File: src/design/ffba_pkg.sv
// Shared types and constants for the first-fit block allocator.
package ffba_pkg;

  localparam int HOLE_W  = 3;
  localparam int BYTE_W  = 16;
  localparam int TOTAL_W = 19;

  localparam logic [TOTAL_W-1:0] TOTAL_MAX = {TOTAL_W{1'b1}};

  localparam logic MODE_LOAD  = 1'b0;
  localparam logic MODE_ALLOC = 1'b1;

  typedef struct packed {
    logic              granted;
    logic [HOLE_W-1:0] chosen_hole;
  } ffba_res_t;

endpackage

File: src/design/ffba_if.sv
// Valid/ready channel interfaces for allocator requests and results.
interface ffba_in_if;
  logic                           valid;
  logic                           ready;
  logic                           mode;
  logic [ffba_pkg::HOLE_W-1:0]    hole_index;
  logic [ffba_pkg::BYTE_W-1:0]    byte_count;

  modport source (output valid, output mode, output hole_index, output byte_count,
                  input ready);
  modport sink   (input valid, input mode, input hole_index, input byte_count,
                  output ready);
endinterface

interface ffba_out_if;
  logic                           valid;
  logic                           ready;
  logic                           granted;
  logic [ffba_pkg::HOLE_W-1:0]    chosen_hole;
  logic [ffba_pkg::TOTAL_W-1:0]   free_total;

  modport source (output valid, output granted, output chosen_hole, output free_total,
                  input ready);
  modport sink   (input valid, input granted, input chosen_hole, input free_total,
                  output ready);
endinterface

File: src/design/ffba_ram.sv
// Generic single-write, single-read RAM with registered read data.
module ffba_ram #(
  parameter int WIDTH = 16,
  parameter int DEPTH = 8
) (
  input  logic                                clk,
  input  logic                                we,
  input  logic [(DEPTH > 1 ? $clog2(DEPTH) : 1)-1:0] waddr,
  input  logic [WIDTH-1:0]                    wdata,
  input  logic                                re,
  input  logic [(DEPTH > 1 ? $clog2(DEPTH) : 1)-1:0] raddr,
  output logic [WIDTH-1:0]                    rdata
);

  logic [WIDTH-1:0] mem [DEPTH];

  always_ff @(posedge clk) begin
    if (we) begin
      mem[waddr] <= wdata;
    end
    if (re) begin
      rdata <= mem[raddr];
    end
  end

endmodule

File: src/design/ffba_engine.sv
// Sequencer: loads hole sizes and scans holes one per cycle for a first fit.
module ffba_engine #(
  parameter int NUM_BLOCKS = 8,
  parameter int SIZE_BITS  = 16,
  parameter int TW         = SIZE_BITS + $clog2(NUM_BLOCKS + 1)
) (
  input  logic                           clk,
  input  logic                           rst_n,
  input  logic                           req_valid,
  output logic                           req_ready,
  input  logic                           req_mode,
  input  logic [ffba_pkg::HOLE_W-1:0]    req_hole,
  input  logic [ffba_pkg::BYTE_W-1:0]    req_bytes,
  output logic                           res_valid,
  input  logic                           res_ready,
  output ffba_pkg::ffba_res_t            res,
  output logic [TW-1:0]                  res_total
);

  localparam int AW = (NUM_BLOCKS > 1) ? $clog2(NUM_BLOCKS) : 1;
  localparam int CW = (SIZE_BITS > ffba_pkg::BYTE_W) ? SIZE_BITS : ffba_pkg::BYTE_W;
  localparam logic [AW-1:0] LAST = AW'(NUM_BLOCKS - 1);

  localparam logic [2:0] ST_IDLE = 3'd0;
  localparam logic [2:0] ST_LSUB = 3'd1;
  localparam logic [2:0] ST_LADD = 3'd2;
  localparam logic [2:0] ST_SCAN = 3'd3;
  localparam logic [2:0] ST_DONE = 3'd4;

  logic [2:0]                     state_r, state_nxt;
  logic [NUM_BLOCKS-1:0]          valid_r, valid_nxt;
  logic [TW-1:0]                  total_r, total_nxt;
  logic [AW-1:0]                  ptr_r, ptr_nxt;
  logic [ffba_pkg::BYTE_W-1:0]    bytes_r, bytes_nxt;
  logic [ffba_pkg::HOLE_W-1:0]    hole_r, hole_nxt;
  logic                           granted_r, granted_nxt;

  logic                           we, re;
  logic [AW-1:0]                  waddr, raddr;
  logic [SIZE_BITS-1:0]           wdata, rdata, cur;
  logic [CW-1:0]                  cur_ext, req_ext, diff;
  logic [31:0]                    ptr_ext;
  logic                           in_range;

  ffba_ram #(.WIDTH(SIZE_BITS), .DEPTH(NUM_BLOCKS)) u_ram (
    .clk   (clk),
    .we    (we),
    .waddr (waddr),
    .wdata (wdata),
    .re    (re),
    .raddr (raddr),
    .rdata (rdata)
  );

  // Unwritten holes read as zero.
  assign cur      = valid_r[ptr_r] ? rdata : '0;
  assign cur_ext  = CW'(cur);
  assign req_ext  = CW'(bytes_r);
  assign diff     = cur_ext - req_ext;
  assign ptr_ext  = 32'(ptr_r);
  assign in_range = 32'(req_hole) < NUM_BLOCKS;

  assign req_ready         = (state_r == ST_IDLE);
  assign res_valid         = (state_r == ST_DONE);
  assign res.granted       = granted_r;
  assign res.chosen_hole   = hole_r;
  assign res_total         = total_r;

  always_comb begin
    state_nxt   = state_r;
    valid_nxt   = valid_r;
    total_nxt   = total_r;
    ptr_nxt     = ptr_r;
    bytes_nxt   = bytes_r;
    hole_nxt    = hole_r;
    granted_nxt = granted_r;
    we          = 1'b0;
    waddr       = ptr_r;
    wdata       = SIZE_BITS'(bytes_r);
    re          = 1'b0;
    raddr       = ptr_r;
    case (state_r)
      ST_IDLE: begin
        if (req_valid) begin
          bytes_nxt   = req_bytes;
          granted_nxt = 1'b0;
          if (req_mode == ffba_pkg::MODE_LOAD) begin
            hole_nxt = req_hole;
            ptr_nxt  = AW'(req_hole);
            re       = in_range;
            raddr    = AW'(req_hole);
            state_nxt = in_range ? ST_LSUB : ST_DONE;
          end else begin
            hole_nxt  = '0;
            ptr_nxt   = '0;
            re        = 1'b1;
            raddr     = '0;
            state_nxt = ST_SCAN;
          end
        end
      end
      ST_LSUB: begin
        total_nxt        = total_r - TW'(cur);
        we               = 1'b1;
        valid_nxt[ptr_r] = 1'b1;
        state_nxt        = ST_LADD;
      end
      ST_LADD: begin
        total_nxt = total_r + TW'(SIZE_BITS'(bytes_r));
        state_nxt = ST_DONE;
      end
      ST_SCAN: begin
        if (cur_ext >= req_ext) begin
          we               = 1'b1;
          wdata            = SIZE_BITS'(diff);
          valid_nxt[ptr_r] = 1'b1;
          total_nxt        = total_r - TW'(bytes_r);
          granted_nxt      = 1'b1;
          hole_nxt         = ptr_ext[ffba_pkg::HOLE_W-1:0];
          state_nxt        = ST_DONE;
        end else if (ptr_r == LAST) begin
          state_nxt = ST_DONE;
        end else begin
          ptr_nxt = ptr_r + 1'b1;
          re      = 1'b1;
          raddr   = ptr_r + 1'b1;
        end
      end
      ST_DONE: begin
        if (res_ready) begin
          state_nxt = ST_IDLE;
        end
      end
      default: begin
        state_nxt = ST_IDLE;
      end
    endcase
  end

  always_ff @(posedge clk) begin
    if (!rst_n) begin
      state_r <= ST_IDLE;
      valid_r <= '0;
      total_r <= '0;
    end else begin
      state_r <= state_nxt;
      valid_r <= valid_nxt;
      total_r <= total_nxt;
    end
    ptr_r     <= ptr_nxt;
    bytes_r   <= bytes_nxt;
    hole_r    <= hole_nxt;
    granted_r <= granted_nxt;
  end

endmodule

File: src/design/first_fit_block_allocator_unit.sv
// First-fit block allocator: top level with result register.
//
// in_ch carries one request per transfer: mode 0 loads byte_count as the free
// size of hole hole_index (ignored beyond the last hole), mode 1 allocates
// byte_count bytes from the lowest-numbered hole that can hold them.
// out_ch returns one result per request: granted, chosen_hole, and the total
// free bytes across all holes, saturated at 19 bits.
// A load passes through states LSUB and LADD to DONE (straight to DONE when the
// hole is out of range) and then to the output register. An allocation reads
// one hole per cycle from the hole-size RAM until a hole fits or the last is read.
// One request is processed at a time; in_ch.ready is high only when idle.
// A finished result waits in the output register, so the next request is
// taken while the receiver stalls; the following result then waits for it.
// Reset clears all hole sizes to zero (per-hole valid bits) and drops
// any pending result; the block is ready in the first cycle after reset.
module first_fit_block_allocator_unit #(
  parameter int NUM_BLOCKS = 8,
  parameter int SIZE_BITS  = 16
) (
  input  logic          clk,
  input  logic          rst_n,
  ffba_in_if.sink       in_ch,
  ffba_out_if.source    out_ch
);

  localparam int TW = SIZE_BITS + $clog2(NUM_BLOCKS + 1);

  logic                               res_valid, res_ready;
  ffba_pkg::ffba_res_t                res;
  logic [TW-1:0]                      res_total;
  logic [ffba_pkg::TOTAL_W-1:0]       total_sat;

  logic                               out_valid_r, out_valid_nxt;
  ffba_pkg::ffba_res_t                out_res_r, out_res_nxt;
  logic [ffba_pkg::TOTAL_W-1:0]       out_total_r, out_total_nxt;

  ffba_engine #(
    .NUM_BLOCKS (NUM_BLOCKS),
    .SIZE_BITS  (SIZE_BITS),
    .TW         (TW)
  ) u_engine (
    .clk       (clk),
    .rst_n     (rst_n),
    .req_valid (in_ch.valid),
    .req_ready (in_ch.ready),
    .req_mode  (in_ch.mode),
    .req_hole  (in_ch.hole_index),
    .req_bytes (in_ch.byte_count),
    .res_valid (res_valid),
    .res_ready (res_ready),
    .res       (res),
    .res_total (res_total)
  );

  assign total_sat = ((TW + 1)'(res_total) > (TW + 1)'(ffba_pkg::TOTAL_MAX))
                     ? ffba_pkg::TOTAL_MAX : ffba_pkg::TOTAL_W'(res_total);

  assign res_ready = !out_valid_r || out_ch.ready;

  always_comb begin
    out_valid_nxt = out_valid_r;
    out_res_nxt   = out_res_r;
    out_total_nxt = out_total_r;
    if (out_valid_r && out_ch.ready) begin
      out_valid_nxt = 1'b0;
    end
    if (res_valid && res_ready) begin
      out_valid_nxt = 1'b1;
      out_res_nxt   = res;
      out_total_nxt = total_sat;
    end
  end

  always_ff @(posedge clk) begin
    if (!rst_n) begin
      out_valid_r <= 1'b0;
    end else begin
      out_valid_r <= out_valid_nxt;
    end
    out_res_r   <= out_res_nxt;
    out_total_r <= out_total_nxt;
  end

  assign out_ch.valid       = out_valid_r;
  assign out_ch.granted     = out_res_r.granted;
  assign out_ch.chosen_hole = out_res_r.chosen_hole;
  assign out_ch.free_total  = out_total_r;

endmodule

File: src/flat_wrapper.sv
// flat-port wrapper written by rule: the top's interface ports become plain ports
module first_fit_block_allocator_unit_flat 
#(
  parameter int NUM_BLOCKS = 8,
  parameter int SIZE_BITS  = 16
)
  (clk, rst_n, in_ch_valid, in_ch_mode, in_ch_hole_index, in_ch_byte_count, in_ch_ready, out_ch_valid, out_ch_granted, out_ch_chosen_hole, out_ch_free_total, out_ch_ready);
  ffba_in_if in_ch_i ();
  ffba_out_if out_ch_i ();
  input  logic clk;
  input  logic rst_n;
  input wire logic [$bits(in_ch_i.valid)-1:0] in_ch_valid;
  input wire logic [$bits(in_ch_i.mode)-1:0] in_ch_mode;
  input wire logic [$bits(in_ch_i.hole_index)-1:0] in_ch_hole_index;
  input wire logic [$bits(in_ch_i.byte_count)-1:0] in_ch_byte_count;
  output wire logic [$bits(in_ch_i.ready)-1:0] in_ch_ready;
  output wire logic [$bits(out_ch_i.valid)-1:0] out_ch_valid;
  output wire logic [$bits(out_ch_i.granted)-1:0] out_ch_granted;
  output wire logic [$bits(out_ch_i.chosen_hole)-1:0] out_ch_chosen_hole;
  output wire logic [$bits(out_ch_i.free_total)-1:0] out_ch_free_total;
  input wire logic [$bits(out_ch_i.ready)-1:0] out_ch_ready;
  assign in_ch_i.valid = in_ch_valid;
  assign in_ch_i.mode = in_ch_mode;
  assign in_ch_i.hole_index = in_ch_hole_index;
  assign in_ch_i.byte_count = in_ch_byte_count;
  assign in_ch_ready = in_ch_i.ready;
  assign out_ch_valid = out_ch_i.valid;
  assign out_ch_granted = out_ch_i.granted;
  assign out_ch_chosen_hole = out_ch_i.chosen_hole;
  assign out_ch_free_total = out_ch_i.free_total;
  assign out_ch_i.ready = out_ch_ready;
  first_fit_block_allocator_unit #(.NUM_BLOCKS(NUM_BLOCKS), .SIZE_BITS(SIZE_BITS)) u_core (.clk(clk), .rst_n(rst_n), .in_ch(in_ch_i), .out_ch(out_ch_i));
endmodule
File: config.mk
export PLATFORM = sky130hd
export DESIGN_NAME = first_fit_block_allocator_unit_flat
export DESIGN_NICKNAME = d
export VERILOG_FILES = /design/src/design/ffba_pkg.sv /design/src/design/ffba_if.sv /design/src/design/ffba_ram.sv /design/src/design/ffba_engine.sv /design/src/design/first_fit_block_allocator_unit.sv /design/src/flat_wrapper.sv
export SDC_FILE = /design/constraint.sdc
export NUM_CORES = 1
export LEC_CHECK = 0
export ABC_CLOCK_PERIOD_IN_PS = 5000
export BUFFER_PORTS_ARGS = -buffer_cell sky130_fd_sc_hd__buf_2
export CELL_PAD_IN_SITES_DETAIL_PLACEMENT = 1
export CELL_PAD_IN_SITES_GLOBAL_PLACEMENT = 1
export CORE_UTILIZATION = 46
export CTS_CLUSTER_DIAMETER = 30
export DETAILED_ROUTE_END_ITERATION = 16
export PLACE_DENSITY = 0.82
export SYNTH_ARGS = -nofsm -noshare
export SYNTH_HDL_FRONTEND = slang
export SYNTH_SLANG_ARGS = --single-unit
File: constraint.sdc
create_clock -name clk -period 5 [get_ports clk]
set_clock_uncertainty 0.1 [all_clocks]
set_input_delay 0.5 -clock clk [delete_from_list [all_inputs] [get_ports clk]]
set_output_delay 0.5 -clock clk [all_outputs]
set_load 0.01 [all_outputs]
==> metrics.cfg, run 1 <==
[outcome]
outcome = finished, final reports clean

[finish]
syn2layout_area_growth_pct = 21.1
instances_no_fill = 1336
drive_above_1_share = 0.207
fillers = 2384
antenna_cells = 0
seq_area_sq_mm = 0.00632
multiInputGateArea_sq_mm = 0.00434
nets = 1045

[job]
cap_violations = 0

[critical_path]
end_kind = register
critPathArrivalTime_ns = 4.94
max_stage_delay_ns = 0.48
crit_top_cell = buf_4
slowest_stage = dfxtp_2
path_class = reg2reg
r2r-end = u_core.u_engine.u_ram.rdata[9]
r2r_slack_ns = 0.24
critical_path_buf_inv_count = 3
cp-start-kind = register
cpLargestDelayFamily = compound AO/OA/AOI/OAI gates
rr_startpoint = u_core.u_engine.ptr_r[0]
cp_max_fo = 17
required_ns = 5.18
reg2reg_depth = 16
crit_path_cell_trace = mux2i_1 > nor2_1 > a311oi_1 > o21ai_0 > buf_4 > and2_1 > ha_1 > a21o_1 > a211o_1 > or3_4 > o221ai_4 > buf_4 > and2_2 > a221oi_1 > inv_2 > mux2_2

[floorplanning]
row_count = 56
io-pin-count = 49
dieWidth_um = 156
die_h_um = 156
dieArea_sq_mm = 0.0244
core_sq_mm = 0.0234
initial_core_util = 0.466

[grt]
grt_pass1_wl_mm = 43.7
grt_overflow = 0
grt_max_degree = 53
antenna_found_initial = 0
grtUsageTotal = 0.236
grt_pass1_vias = 7909

[power]
power.density_mw_per_mm2 = 529
irDropWorstVdd_uv = 325
power.leakage_nw = 5.37

[routing]
postRouteAntennaNets = 0
drt-total-wl_mm = 28.4
drtIter0Drc = 372
drc = 0
firstDrtPassIters = 5
vias_per_cell = 5.57
post_drt_wl_per_cell_um = 21.2
via_count = 7437

[cts]
root_buffer = clkbuf_16
cts_hold_buf = 0
clk_pin_slew_worst_paths_ns = 0.05
cts_tree = yes
cts-htree-levels = 2
clock-sinks = 222
cts_buffers = 44
cts_buffer_depth = 3
clk_latency_ns = 0.54

[yosys]
synth_area_sq_mm = 0.0109
ys_types = 59
synth_edf_count = 187
synth_top_area_frac = 0.514
syn_avg_cell_area_sq_um = 12.3
synth-seq-cells = 222
yosysSeqAreaShare = 0.579
ys.flop_type = edfxtp_1
synth.most_common_cell = edfxtp_1
synth.area.top_cells = edfxtp_1 (51%), mux2i_1 (9.4%), dfxtp_1 (6.4%)
synth.net_count = 948
ys_async_sr_fraction = 0
synthesis.instances = 885
synth.top_cells.by_count = edfxtp_1 (187), mux2i_1 (102), nand2_1 (64)
synth_top_area_cell = edfxtp_1
yosys_warnings = 0

[placement]
dpl.cell_count = 1251
gp_congestion = 0.872
portBuffers = 48
dp_slack_ns = 0.0468
post-dp-hpwl_mm = 17.9

[hold_path]
whs_path_depth = 1
hold_path_class = in2reg
min_to = u_core.u_engine.bytes_r[4]
worstHoldStart = in_ch_byte_count[4]

[timing]
timing.final.crit_share = 0.951
fin_ws_ns = 0.243
clock.fmax_ghz = 0.210
period_minus_slack_ns = 4.76
worst_slew_pin_slew_ns = 1.06
setup_viol = 0
slew_headroom = 0.293
timing_hold_violations_final = 0
fin_setup_tns_ns = 0
maxSlewViolCount = 0

==> report_power, final <==
part           switching, mW  internal, mW  leakage [nW]
clock network          0.974          1.84         0.685
registers              0.120          2.21          2.00
logic                  0.991         0.848          2.69
==> logic make-up (layout without fill, tap and decap cells) <==
group | after synthesis | in the layout | share of synthesized area
XOR/XNOR | 37 | 37 | 0.0297
AND/OR/NAND/NOR | 223 | 223 | 0.104
AO/OA/AOI/OAI | 174 | 174 | 0.102
buffers and inverters | 70 | 202 | 0.0273
adder cells (fa/ha/maj) | 39 | 39 | 0.0461
multiplexers | 120 | 120 | 0.112
flip-flops | 222 | 222 | 0.579
==> metal layers <==
metal,global-route usage,vias to the layer above,wire length (um)
met5,0,-,0
met4,0.0836,0,670
met3,0.0464,55,1320
met2,0.417,178,14100
met1,0.286,3724,12200
li1,-,3480,-
==> final cells by class <==
class / count / area share
clock buffer: 52 / 0.0863
clock inverter: 29 / 0.0228
inverter: 33 / 0.00937
multi-input combinational: 593 / 0.329
sequential: 222 / 0.478
tap: 319 / 0.0302
timing repair buffer: 88 / 0.0447
==> state kept, by name, indices dropped and copies added (netlist names), 3 cells and up <==
register and count:
u_core.out_ch.chosen_hole 3, u_core.u_engine.state_r 3, u_core.u_engine.res_total 20, u_core.u_engine.bytes_r 16, u_core.u_engine.u_ram.rdata 16, u_core.u_engine.hole_r 3
u_core.out_ch.free_total 19, u_core.u_engine.valid_r 8, u_core.u_engine.ptr_r 3, u_core.u_engine.u_ram.mem 128
==> worst reg2reg max path, delay by kind of cell, from the launching register on <==
kind                     cells  cell delay [ns]
flip-flops                   1             0.48
multiplexers                 2             0.65
AO/OA/AOI/OAI                6             1.30
AND/OR/NAND/NOR              4             0.86
adder cells (fa/ha/maj)      1             0.36
buffers and inverters        3             0.76
==> cell usage in the layout (no fill, tap or decap), types with 4 or more instances in the layout <==
cell and count:
or3_1 6, nor3_1 8, and2_1 33, a21oi_1 52
and3_1 6, bufinv_16 4, a211oi_1 6, clkinv_1 9
xor2_1 13, mux2i_1 102, clkinvlp_4 5, nor2b_1 5
a21o_1 14, o21bai_1 6, buf_4 37, xnor2_1 24
edfxtp_1 187, nand3_1 13, mux2_2 18, clkbuf_1 7
o211ai_1 5, o21a_1 9, or2_2 21, nand2_1 64
clkbuf_16 45, dfxtp_1 33, inv_1 32, nor2_1 35
nand2b_1 13, clkinv_2 4, o21ai_0 46, a221oi_1 4
ha_1 37, a31oi_1 5, buf_2 48
==> what timing repair did <==
action	CTS	global route
setup buffers	0	3
pin swaps	0	2
setup endpoints to repair	33	73
hold endpoints to repair	0	0
cloned	0	1
gates resized for setup	4	7
==> how the worst max path moves through the flow <==
stage,startpoint,endpoint,slack [ns],depth (start not counted)
6_report,u_core.u_engine.ptr_r[0],u_core.u_engine.u_ram.rdata[9],0.24,16
5_1_grt,u_core.u_engine.ptr_r[1],u_core.u_engine.res_total[18],-0.05,19
4_1_cts,u_core.u_engine.ptr_r[2],u_core.u_engine.u_ram.rdata[1],0.13,18
3_5_place_dp,u_core.u_engine.ptr_r[0],u_core.u_engine.u_ram.mem[6][5],0.05,13
3_3_place_gp,u_core.u_engine.ptr_r[0],u_core.u_engine.u_ram.rdata[14],0.32,18
2_1_floorplan,u_core.u_engine.ptr_r[0],u_core.u_engine.u_ram.mem[1][0],0.09,15
==> metrics by stage <==
stage	utilization	cell area, sq um	power (mW)	hold WS, ns
after floorplan	-	10900	3.72	0.300
after global placement	0.500	11700	4.08	0.301
after detailed placement	0.500	11700	4.15	0.306
after CTS	0.562	13100	7.01	0.0453
after global routing	0.565	13200	7.32	0.0522
final	0.565	13200	6.99	0.0574
(Power assumes the default switching activity.)
==> run 2: changes to the inputs <==
--- a/config.mk
+++ b/config.mk
@@ -11,8 +11,10 @@
 export CELL_PAD_IN_SITES_GLOBAL_PLACEMENT = 1
 export CORE_UTILIZATION = 46
 export CTS_CLUSTER_DIAMETER = 30
+export CTS_CLUSTER_SIZE = 28
 export DETAILED_ROUTE_END_ITERATION = 16
 export PLACE_DENSITY = 0.82
+export RECOVER_POWER = 100
 export SYNTH_ARGS = -nofsm -noshare
 export SYNTH_HDL_FRONTEND = slang
 export SYNTH_SLANG_ARGS = --single-unit
==> run 2 against run 1 <==
Sequential power barely moved. Fmax fell by 0.27%. Global-route usage did not move. Setup slack got worse by 0.013 ns. Cell area fell by 0.54%. Clock-buffer cell count did not move. First-iteration DRC count rose by 10%. Non-clock buffer count did not move. Wire length barely moved. Critical path depth did not move. Power barely moved.
==> metrics.cfg, run 2 (synthesis results as in run 1) <==
[cts]
cts_tree = yes
root_buffer = clkbuf_16
cts-htree-levels = 2
clk_pin_slew_worst_paths_ns = 0.05
cts_hold_buf = 0
cts_buffers = 44
cts_buffer_depth = 3
clk_latency_ns = 0.54
clock-sinks = 222

[critical_path]
endpoint = u_core.u_engine.u_ram.rdata[9]
cp_max_fo = 17
r2r-end = u_core.u_engine.u_ram.rdata[9]
rr_startpoint = u_core.u_engine.ptr_r[0]
required_ns = 5.18
r2r_slack_ns = 0.23
cpLargestDelayFamily = compound AO/OA/AOI/OAI gates
end_kind = register
critPathLaunch = u_core.u_engine.ptr_r[0]
critical_path_buf_inv_count = 3
worstSetupPathDepth = 16
reg2reg_depth = 16
path_class = reg2reg
crit_path_cell_trace = mux2i_1 > nor2_1 > a311oi_1 > o21ai_0 > buf_4 > and2_1 > ha_1 > a21o_1 > a211o_1 > or3_4 > o221ai_4 > buf_4 > and2_2 > a221oi_1 > inv_2 > mux2_2
cp-start-kind = register
slowest_stage = dfxtp_2
max_stage_delay_ns = 0.48
crit_top_cell = buf_4
critPathArrivalTime_ns = 4.95

[timing]
timing.final.crit_share = 0.954
worst_slew_pin_slew_ns = 1.08
setup_viol = 0
period_minus_slack_ns = 4.77
timing_hold_violations_final = 0
slew_headroom = 0.274
clock.fmax_ghz = 0.210
fin_setup_tns_ns = 0
maxSlewViolCount = 0

[placement]
post-dp-hpwl_mm = 17.9
dpl.cell_count = 1251
portBuffers = 48
gp_congestion = 0.872
place_area_sq_mm = 0.0117

[outcome]
outcome = finished, final reports clean

[finish]
mostFrequentLayoutCells = edfxtp_1 (187), mux2i_1 (102), nand2_1 (64)
instances_no_fill = 1336
drive_above_1_share = 0.171
final_area_sq_mm = 0.0131
largest_reg_flops = 128
nets = 1045
final_common_cell = edfxtp_1
top_register = u_core.u_engine.u_ram.mem
syn2layout_area_growth_pct = 20.4
antenna_cells = 0

[power]
power_switching_mw = 2.09
power.density_mw_per_mm2 = 531
power.leakage_nw = 5.26
p_comb_frac = 0.262
irDropWorstVdd_uv = 327
p_int_mw = 4.90
p_seq_frac = 0.334
sw_frac_of_total = 0.299
p_clk_frac = 0.403

[floorplanning]
core_sq_mm = 0.0234
io-pin-count = 49
dieArea_sq_mm = 0.0244
row_count = 56
initial_core_util = 0.466
dieWidth_um = 156
die_h_um = 156

[grt]
top_usage_layer = met2
grt_pass1_wl_mm = 43.7
use_met1 = 0.286
grt_overflow = 0
grt_pass1_vias = 7909
grt_max_degree = 53
use_met2 = 0.417
grtUsageTotal = 0.236
antenna_found_initial = 0
use_met3 = 0.0464

[hold_path]
hold_path_class = in2reg

[routing]
drt-total-wl_mm = 28.4
drc = 0
post_drt_wl_per_cell_um = 21.2
drtIter0Drc = 410
postRouteAntennaNets = 0
vias_per_cell = 5.55
via_count = 7420
firstDrtPassIters = 4

[job]
cap_violations = 0

run 2: cell count changes in the layout (fill, tap and decap cells not counted), sizes merged:
cell and change:
buf -36, clkbuf +36
run 2: final cells by class:
class,count,area (sq um)
clock buffer,52,1140
inverter,33,124
tap,319,399
multi-input combinational,593,4330
sequential,222,6320
clock inverter,29,302
timing repair buffer,88,529
fill,2408,10300
run 2: timing repair:
item	in CTS	in global routing
pin swaps	0	2
endpoints found under the setup margin	33	73
gates cloned	0	1
setup buffers	0	3
resized for setup	4	7
run 2: power groups by stage:
stage	Clock [mW]	Sequential, mW	Combinational, mW
after floorplan	0	2.31	1.41
after global placement	0	2.35	1.72
after detailed placement	0	2.36	1.79
after CTS	2.86	2.34	1.81
after global routing	2.95	2.35	2.01
final	2.82	2.34	1.83
run 2: worst min-delay path by stage:
stage	slack (ns)	from	endpoint	depth (start not counted)
CTS	0.05	in_ch_byte_count[4]	u_core.u_engine.bytes_r[4]	1
detailed placement	0.31	u_core.u_engine.hole_r[1]	u_core.out_ch.chosen_hole[1]	0
global route	0.05	in_ch_byte_count[0]	u_core.u_engine.bytes_r[0]	1
floorplan	0.30	u_core.u_engine.hole_r[0]	u_core.out_ch.chosen_hole[0]	0
finish	0.06	in_ch_byte_count[4]	u_core.u_engine.bytes_r[4]	1
global placement	0.30	u_core.u_engine.hole_r[2]	u_core.out_ch.chosen_hole[2]	0
run 2: routing by layer:
layer  vias to the layer above  wire [um]
li1                       3481          -
met1                      3705      12200
met2                       180      14200
met3                        54       1330
met4                         0        669
met5                         -          0
run 2: through the flow:
| stage | utilization | power, mW | hold slack [ns] | setup WS [ns] |
|---|---|---|---|---|
| after global placement | 0.500 | 4.08 | 0.301 | 0.315 |
| final | 0.562 | 6.98 | 0.0584 | 0.230 |
| after global routing | 0.562 | 7.32 | 0.0522 | -0.0364 |
| after detailed placement | 0.500 | 4.15 | 0.306 | 0.0468 |
| after floorplan | - | 3.72 | 0.300 | 0.0950 |
| after CTS | 0.562 | 7.01 | 0.0453 | 0.130 |
